`src/rtl/bfba_pkg.sv`:
```
`default_nettype none

package bfba_pkg;

  localparam int MAX_BLOCKS  = 4096;
  localparam int BLK_W       = 13;
  localparam int BM_BYTES    = (MAX_BLOCKS + 7) / 8;
  localparam int BM_AW       = $clog2(BM_BYTES);
  localparam int STK_AW      = $clog2(MAX_BLOCKS);
  localparam int TOTAL_RESET = 4096;

  localparam logic [2:0] CMD_LOAD      = 3'd0;
  localparam logic [2:0] CMD_READ      = 3'd1;
  localparam logic [2:0] CMD_REBUILD   = 3'd2;
  localparam logic [2:0] CMD_MARK_USED = 3'd3;
  localparam logic [2:0] CMD_MARK_FREE = 3'd4;
  localparam logic [2:0] CMD_ALLOC     = 3'd5;

  typedef struct packed {
    logic [2:0]  cmd;
    logic [12:0] block_index;
    logic [8:0]  byte_index;
    logic [7:0]  byte_in;
  } in_word_t;

  typedef struct packed {
    logic        ok;
    logic [12:0] allocated_block;
    logic [7:0]  byte_out;
    logic [12:0] free_count;
  } out_word_t;

  typedef enum logic [3:0] {
    ST_CLEAR,
    ST_IDLE,
    ST_READ,
    ST_MARK,
    ST_POP,
    ST_ALLOC_WR,
    ST_SCAN_RD,
    ST_SCAN_BIT,
    ST_DONE
  } state_t;

  typedef enum logic [3:0] {
    OP_NONE,
    OP_CLEAR,
    OP_ACCEPT,
    OP_READ,
    OP_MARK,
    OP_POP,
    OP_ALLOC_WR,
    OP_SCAN_RD,
    OP_SCAN_BIT,
    OP_DONE
  } op_t;

  typedef struct packed {
    op_t op;
  } ctrl_cmd_t;

  typedef struct packed {
    logic clear_last;
    logic blk_ok;
    logic pop_ok;
    logic total_zero;
    logic pop_valid;
    logic scan_last;
    logic scan_byte_end;
    logic out_free;
  } dp_status_t;

endpackage

`default_nettype wire

```
`src/rtl/bfba_ctrl.sv`:
```
`default_nettype none

module bfba_ctrl (
  input  wire logic                  clk,
  input  wire logic                  rst,
  input  wire logic                  in_valid,
  input  wire logic [2:0]            in_cmd,
  input  wire bfba_pkg::dp_status_t  status,
  output logic                       in_ready,
  output bfba_pkg::ctrl_cmd_t        cmd
);

  bfba_pkg::state_t state;
  bfba_pkg::state_t state_next;

  always_ff @(posedge clk) begin
    if (rst) begin
      state <= bfba_pkg::ST_CLEAR;
    end else begin
      state <= state_next;
    end
  end

  always_comb begin
    state_next = state;
    unique case (state)
      bfba_pkg::ST_CLEAR: begin
        if (status.clear_last) begin
          state_next = bfba_pkg::ST_IDLE;
        end
      end
      bfba_pkg::ST_IDLE: begin
        if (in_valid) begin
          priority case (in_cmd)
            bfba_pkg::CMD_READ:    state_next = bfba_pkg::ST_READ;
            bfba_pkg::CMD_REBUILD: begin
              state_next = status.total_zero ? bfba_pkg::ST_DONE : bfba_pkg::ST_SCAN_RD;
            end
            bfba_pkg::CMD_MARK_USED, bfba_pkg::CMD_MARK_FREE: begin
              state_next = status.blk_ok ? bfba_pkg::ST_MARK : bfba_pkg::ST_DONE;
            end
            bfba_pkg::CMD_ALLOC: begin
              state_next = status.pop_ok ? bfba_pkg::ST_POP : bfba_pkg::ST_DONE;
            end
            default:               state_next = bfba_pkg::ST_DONE;
          endcase
        end
      end
      bfba_pkg::ST_READ:     state_next = bfba_pkg::ST_DONE;
      bfba_pkg::ST_MARK:     state_next = bfba_pkg::ST_DONE;
      bfba_pkg::ST_POP: begin
        state_next = status.pop_valid ? bfba_pkg::ST_ALLOC_WR : bfba_pkg::ST_DONE;
      end
      bfba_pkg::ST_ALLOC_WR: state_next = bfba_pkg::ST_DONE;
      bfba_pkg::ST_SCAN_RD:  state_next = bfba_pkg::ST_SCAN_BIT;
      bfba_pkg::ST_SCAN_BIT: begin
        if (status.scan_last) begin
          state_next = bfba_pkg::ST_DONE;
        end else if (status.scan_byte_end) begin
          state_next = bfba_pkg::ST_SCAN_RD;
        end
      end
      bfba_pkg::ST_DONE: begin
        if (status.out_free) begin
          state_next = bfba_pkg::ST_IDLE;
        end
      end
      default: state_next = bfba_pkg::ST_CLEAR;
    endcase
  end

  always_comb begin
    in_ready = 1'b0;
    cmd.op   = bfba_pkg::OP_NONE;
    unique case (state)
      bfba_pkg::ST_CLEAR:    cmd.op = bfba_pkg::OP_CLEAR;
      bfba_pkg::ST_IDLE: begin
        in_ready = 1'b1;
        cmd.op   = in_valid ? bfba_pkg::OP_ACCEPT : bfba_pkg::OP_NONE;
      end
      bfba_pkg::ST_READ:     cmd.op = bfba_pkg::OP_READ;
      bfba_pkg::ST_MARK:     cmd.op = bfba_pkg::OP_MARK;
      bfba_pkg::ST_POP:      cmd.op = bfba_pkg::OP_POP;
      bfba_pkg::ST_ALLOC_WR: cmd.op = bfba_pkg::OP_ALLOC_WR;
      bfba_pkg::ST_SCAN_RD:  cmd.op = bfba_pkg::OP_SCAN_RD;
      bfba_pkg::ST_SCAN_BIT: cmd.op = bfba_pkg::OP_SCAN_BIT;
      bfba_pkg::ST_DONE: begin
        cmd.op = status.out_free ? bfba_pkg::OP_DONE : bfba_pkg::OP_NONE;
      end
      default:               cmd.op = bfba_pkg::OP_NONE;
    endcase
  end

endmodule

`default_nettype wire

```
`config.mk`:
```
export PLATFORM = sky130hd
export DESIGN_NAME = bfba_ctrl
export DESIGN_NICKNAME = d
export VERILOG_FILES = /design/src/rtl/bfba_pkg.sv /design/src/rtl/bfba_ctrl.sv
export SDC_FILE = /design/constraint.sdc
export NUM_CORES = 1
export LEC_CHECK = 0
export BUFFER_PORTS_ARGS = -buffer_cell sky130_fd_sc_hd__clkbuf_2
export CAP_MARGIN = 20
export CORE_AREA = 5 5 42 44
export CTS_BUF_LIST = sky130_fd_sc_hd__clkbuf_4 sky130_fd_sc_hd__clkbuf_8
export DETAILED_ROUTE_END_ITERATION = 8
export DIE_AREA = 0 0 47 49
export PLACE_DENSITY = 0.63
export SYNTH_ARGS = -nofsm -noshare
export SYNTH_HDL_FRONTEND = slang
export SYNTH_SLANG_ARGS = --single-unit
```
`constraint.sdc`:
```
create_clock -name clk -period 1.8 [get_ports clk]
set_input_delay 0.45 -clock clk [delete_from_list [all_inputs] [get_ports clk]]
set_output_delay 0.45 -clock clk [all_outputs]
set_load 0.02 [all_outputs]
```
---- Word level (Yosys, flattened, before mapping) ----
Cells that the tools add are included.
operators by class
  add/subtract/negate cells ............... 0
  multipliers ............................. 0
  div/mod/pow operators ................... 0
  order comparisons ....................... 0
  equality and inequality tests ........... 17
  shift operators ......................... 0
  multiplexer cells ....................... 15
  bitwise logic cells ..................... 0
  reductions and logical operators ........ 4
operators by type and width
  cell                  count
  $mux W4               10
  $pmux W4 S9           1
  $pmux W4 S7           1
  $eq A4 B3 Y1 const B  4
  $pmux W4 S4           1
  $eq A4 B2 Y1 const B  2
  $eq A3 B2 Y1 const B  2
  $eq A3 B3 Y1 const B  2
  $ne A2 B2 Y1 const B  3
  $eq A4 B1 Y1 const B  1
  $eq A4 B4 Y1 const B  1
  $logic_not A4 Y1      1
  $reduce_and A4 Y1     1
  $eq A3 B1 Y1 const B  1
  $ne A3 B3 Y1 const B  1
  $reduce_or A3 Y1      1
  $mux W2               1
  $reduce_or A2 Y1      1
  $mux W1               1
word-level totals
  register bits ........................... 4
  latch bits .............................. 0
  RAM bits ................................ 0
  memory bits (read-only) ................. 0
  word-level logic and storage cells ...... 37
  memories kept ........................... 0

---- Longest topological paths before layout ----
  depth after elaboration ................. 5
  depth in mapped cells ................... 6

---- Least setup slack after synthesis ----
OpenSTA, ideal clock, no wires.
  path kind ............................... input -> output
  from .................................... in status[0] in the netlist's numbering
  to ...................................... out cmd[3] in the netlist's numbering
  arrival time ............................ 1.329 ns
  required time ........................... 1.350 ns
  setup slack ............................. 0.021 ns
  stages on the path ...................... 2
  buffers on the path ..................... 0
  cells stage by stage .................... or3b_4 -> o21ai_0
RTL lines
  what             line             RTL
  start, declared  bfba_ctrl.sv:8   input wire bfba_pkg::dp_status_t status,
  end, declared    bfba_ctrl.sv:10  output bfba_pkg::ctrl_cmd_t cmd

==> summary.txt <==
Status
  • Status: finished, final reports clean

Die
  • I/O pins: 19
  • Starting density of the core: 0.334
  • Core area: roughly 1400 um^2
  • Die Span Y: 49 um
  • Die area: 2300 um^2
  • Die width: about 47 um
  • # rows: 14

Synthesis
  • Number of synthesized flops with an enable pin: 0
  • Unique cell type count in the Yosys netlist: 35
  • Synth area leaders: dfxtp_1, a21oi_1, o21ai_0
  • Syn. warnings: 0
  • Synth top area share: 0.171
  • Yosys reg bits: 4
  • Average cell area after synthesis: 7.31 um^2
  • Mapped Area: 468 um^2
  • Top_reg_cell synth: dfxtp_1
  • Synth top cells by count: nand2_1, a21oi_1, nor2_1, o21ai_0, dfxtp_1
  • Post-Synthesis Cells: 64
  • Count leader, synth: nand2_1
  • Async SR Flop Fraction: 0
  • Syn Nets: between 70 and 80
  • Post-synthesis sequential area ratio: 0.171
  • Area leader, netlist: dfxtp_1

Critical path
  • WP data required: roughly 1.4 ns
  • WS Path Type: reg -> out
  • Levels on crit path: 3
  • Crit-path max cell delay: about 0.42 ns
  • Critical path endpoint category: output port
  • Crit path capture: cmd[3]
  • Largest delay contributor family on the critical path: simple AND/OR/NAND/NOR gates
  • Worst reg2reg startpoint: state[1]$_SDFFE_PP0P_
  • Startpoint types: flop
  • Slowest-stage cell, CP: or3b_4
  • Critical path peak fanout: 4
  • R2r setup slk: 0.30 ns
  • R2r worst-path depth: 6
  • Critical Path Source: state[1]$_SDFFE_PP0P_
  • Crit path cell chain: or3b_4 -> o21ai_0 -> buf_4
  • R2R Path End: state[0]$_SDFFE_PP0P_
  • Buf/Inv on CP: 1
  • Critical Path AT: ~1.3 ns

STA
  • Finish-stage setup viols: 0
  • Pins Over Slew Limit: 0
  • Final hold vios: 0
  • Worst Skew: roughly 0.0049 ns
  • Unrepaired setup endpoints after global routing: yes
  • Worst slew pin tran: around 0.35 ns
  • Minimum clock period: 1.76 ns
  • F_max: 569 MHz
  • Fin crit share: 0.977
  • Normalized max-slew margin: 0.762
  • Worst Hold Slack: 0.443 ns
  • Setup total negative slack: 0 ns

Global route
  • Met2 GRT Util: 0.156
  • All-layer global routing usage: 0.120
  • First-pass GRT wire length: about 2.1 mm
  • Gr busiest metal: met1
  • Largest net degree at the start of global routing: 13
  • Met1 Resource Use GR: 0.179
  • Met3 Use GR: 0.0627
  • Initial antenna violation count: 0
  • Number of global-route vias before repair: ~460
  • Global route overflow: 0

Final layout
  • Final core occ: 0.433
  • Post-route cell area: 607 um^2
  • Finished Layout Cells: 100
  • Syn-to-layout area delta: 29.7%
  • Nets: 100
  • Max reg flops: 4
  • Largest Register: state
  • Diode count: 0
  • Layout cells sized above 1: 0.417
  • Biggest regs: state x4

Clock tree
  • CTS Buf Count: 3
  • CTS resizes: 3
  • Post-CTS Hold Buffers: 0
  • CTS tree: yes
  • Clock transition at the registers of the reported paths: 0.04 ns
  • Post-CTS Setup Repair Bufs: 0
  • CTS H-tree lvls: 1
  • Worst-skew pair later-pin latency: 0.23 ns
  • CTS root buf: clkbuf_4
  • Clock Path Buffers: 2
  • Clk sinks: 4

Hold path
  • Worst Hold Class: in -> reg

Drt
  • Routed vias/inst: ~5.3
  • Remaining antenna violation count: 0
  • DRT Wirelength: ~1.3 mm
  • Initial DRC Count: 16
  • DRC: 0
  • Wire per inst: approximately 13 um
  • Drt pass-1 iters: 4
  • Via count: between 500 and 600

Power and ir drop
  • Worst vdd rail ir drop: just over 0.6 mV
  • Leakage: 0.265 nW
  • Pwr/cell area: between 600 and 700 nW/um^2

Place
  • Placed cell count: slightly below 100
  • I/O Buffers: 18
  • Post-detail-place hpwl: between 1 and 1.5 mm
  • Final GP Congestion: between 0.8 and 0.9
  • DP Area: ~570 um^2

Job
  • Max-Cap Viols: 0
## per-stage QoR
| stage | power [mW] | worst slack [ns] |
|---|---|---|
| floorplan | 0.206 | 0.0214 |
| global placement | 0.261 | 0.0916 |
| detailed placement | 0.265 | 0.0846 |
| CTS | 0.380 | 0.000286 |
| global route | 0.420 | -0.0668 |
| finish | 0.378 | 0.0419 |
## area by class of cell
class	instances	area (um^2)
Clock buffer	3	22.5
Fill cell	153	795
Inverter	2	7.51
Multi-Input combinational cell	54	350
Sequential cell	4	86.3
Tap cell	16	20.0
Timing Repair Buffer	21	120
## logic make-up (layout without fill, tap and decap cells)
logic type             Yosys count  in the layout  share of synthesized area
buffers and inverters            6             26                     0.0802
XOR/XNOR                         1              1                     0.0187
AND/OR/NAND/NOR                 29             29                      0.388
multiplexers                     2              2                     0.0455
AO/OA/AOI/OAI                   22             22                      0.297
flip-flops                       4              4                      0.171
## worst min-delay path by stage
stage / startpoint / to / slack, ns / cells past startpoint
final: rst / state[2]$_SDFFE_PP0P_ / 0.44 / 2
after global routing: rst / state[2]$_SDFFE_PP0P_ / 0.44 / 2
after CTS: rst / state[2]$_SDFFE_PP0P_ / 0.44 / 2
after detailed placement: rst / state[2]$_SDFFE_PP0P_ / 0.69 / 2
after global placement: rst / state[2]$_SDFFE_PP0P_ / 0.69 / 2
after floorplan: rst / state[0]$_SDFFE_PP0P_ / 0.52 / 1
## placed cells by master (no fill, tap or decap), drive strengths merged, types with 3 or more instances in the layout
cell,n
a21oi,5
buf,6
clkbuf,18
dfxtp,4
nand2,6
nor2,5
nor2b,3
o21ai,7
or3,4
## per-layer routing
metal | vias up | routed length (um)
met5 | - | 0
met4 | 0 | 0
met3 | 0 | 127
met2 | 24 | 548
met1 | 232 | 606
li1 | 277 | -
## where the power goes
part | total (mW) | internal [mW] | leakage (nW) | switching (mW)
Combinational | 0.157 | 0.0767 | 0.217 | 0.0805
Sequential | 0.112 | 0.0962 | 0.0341 | 0.0161
Clock | 0.108 | 0.0744 | 0.0138 | 0.0341
Note: power is estimated with default switching activity, not from simulation.
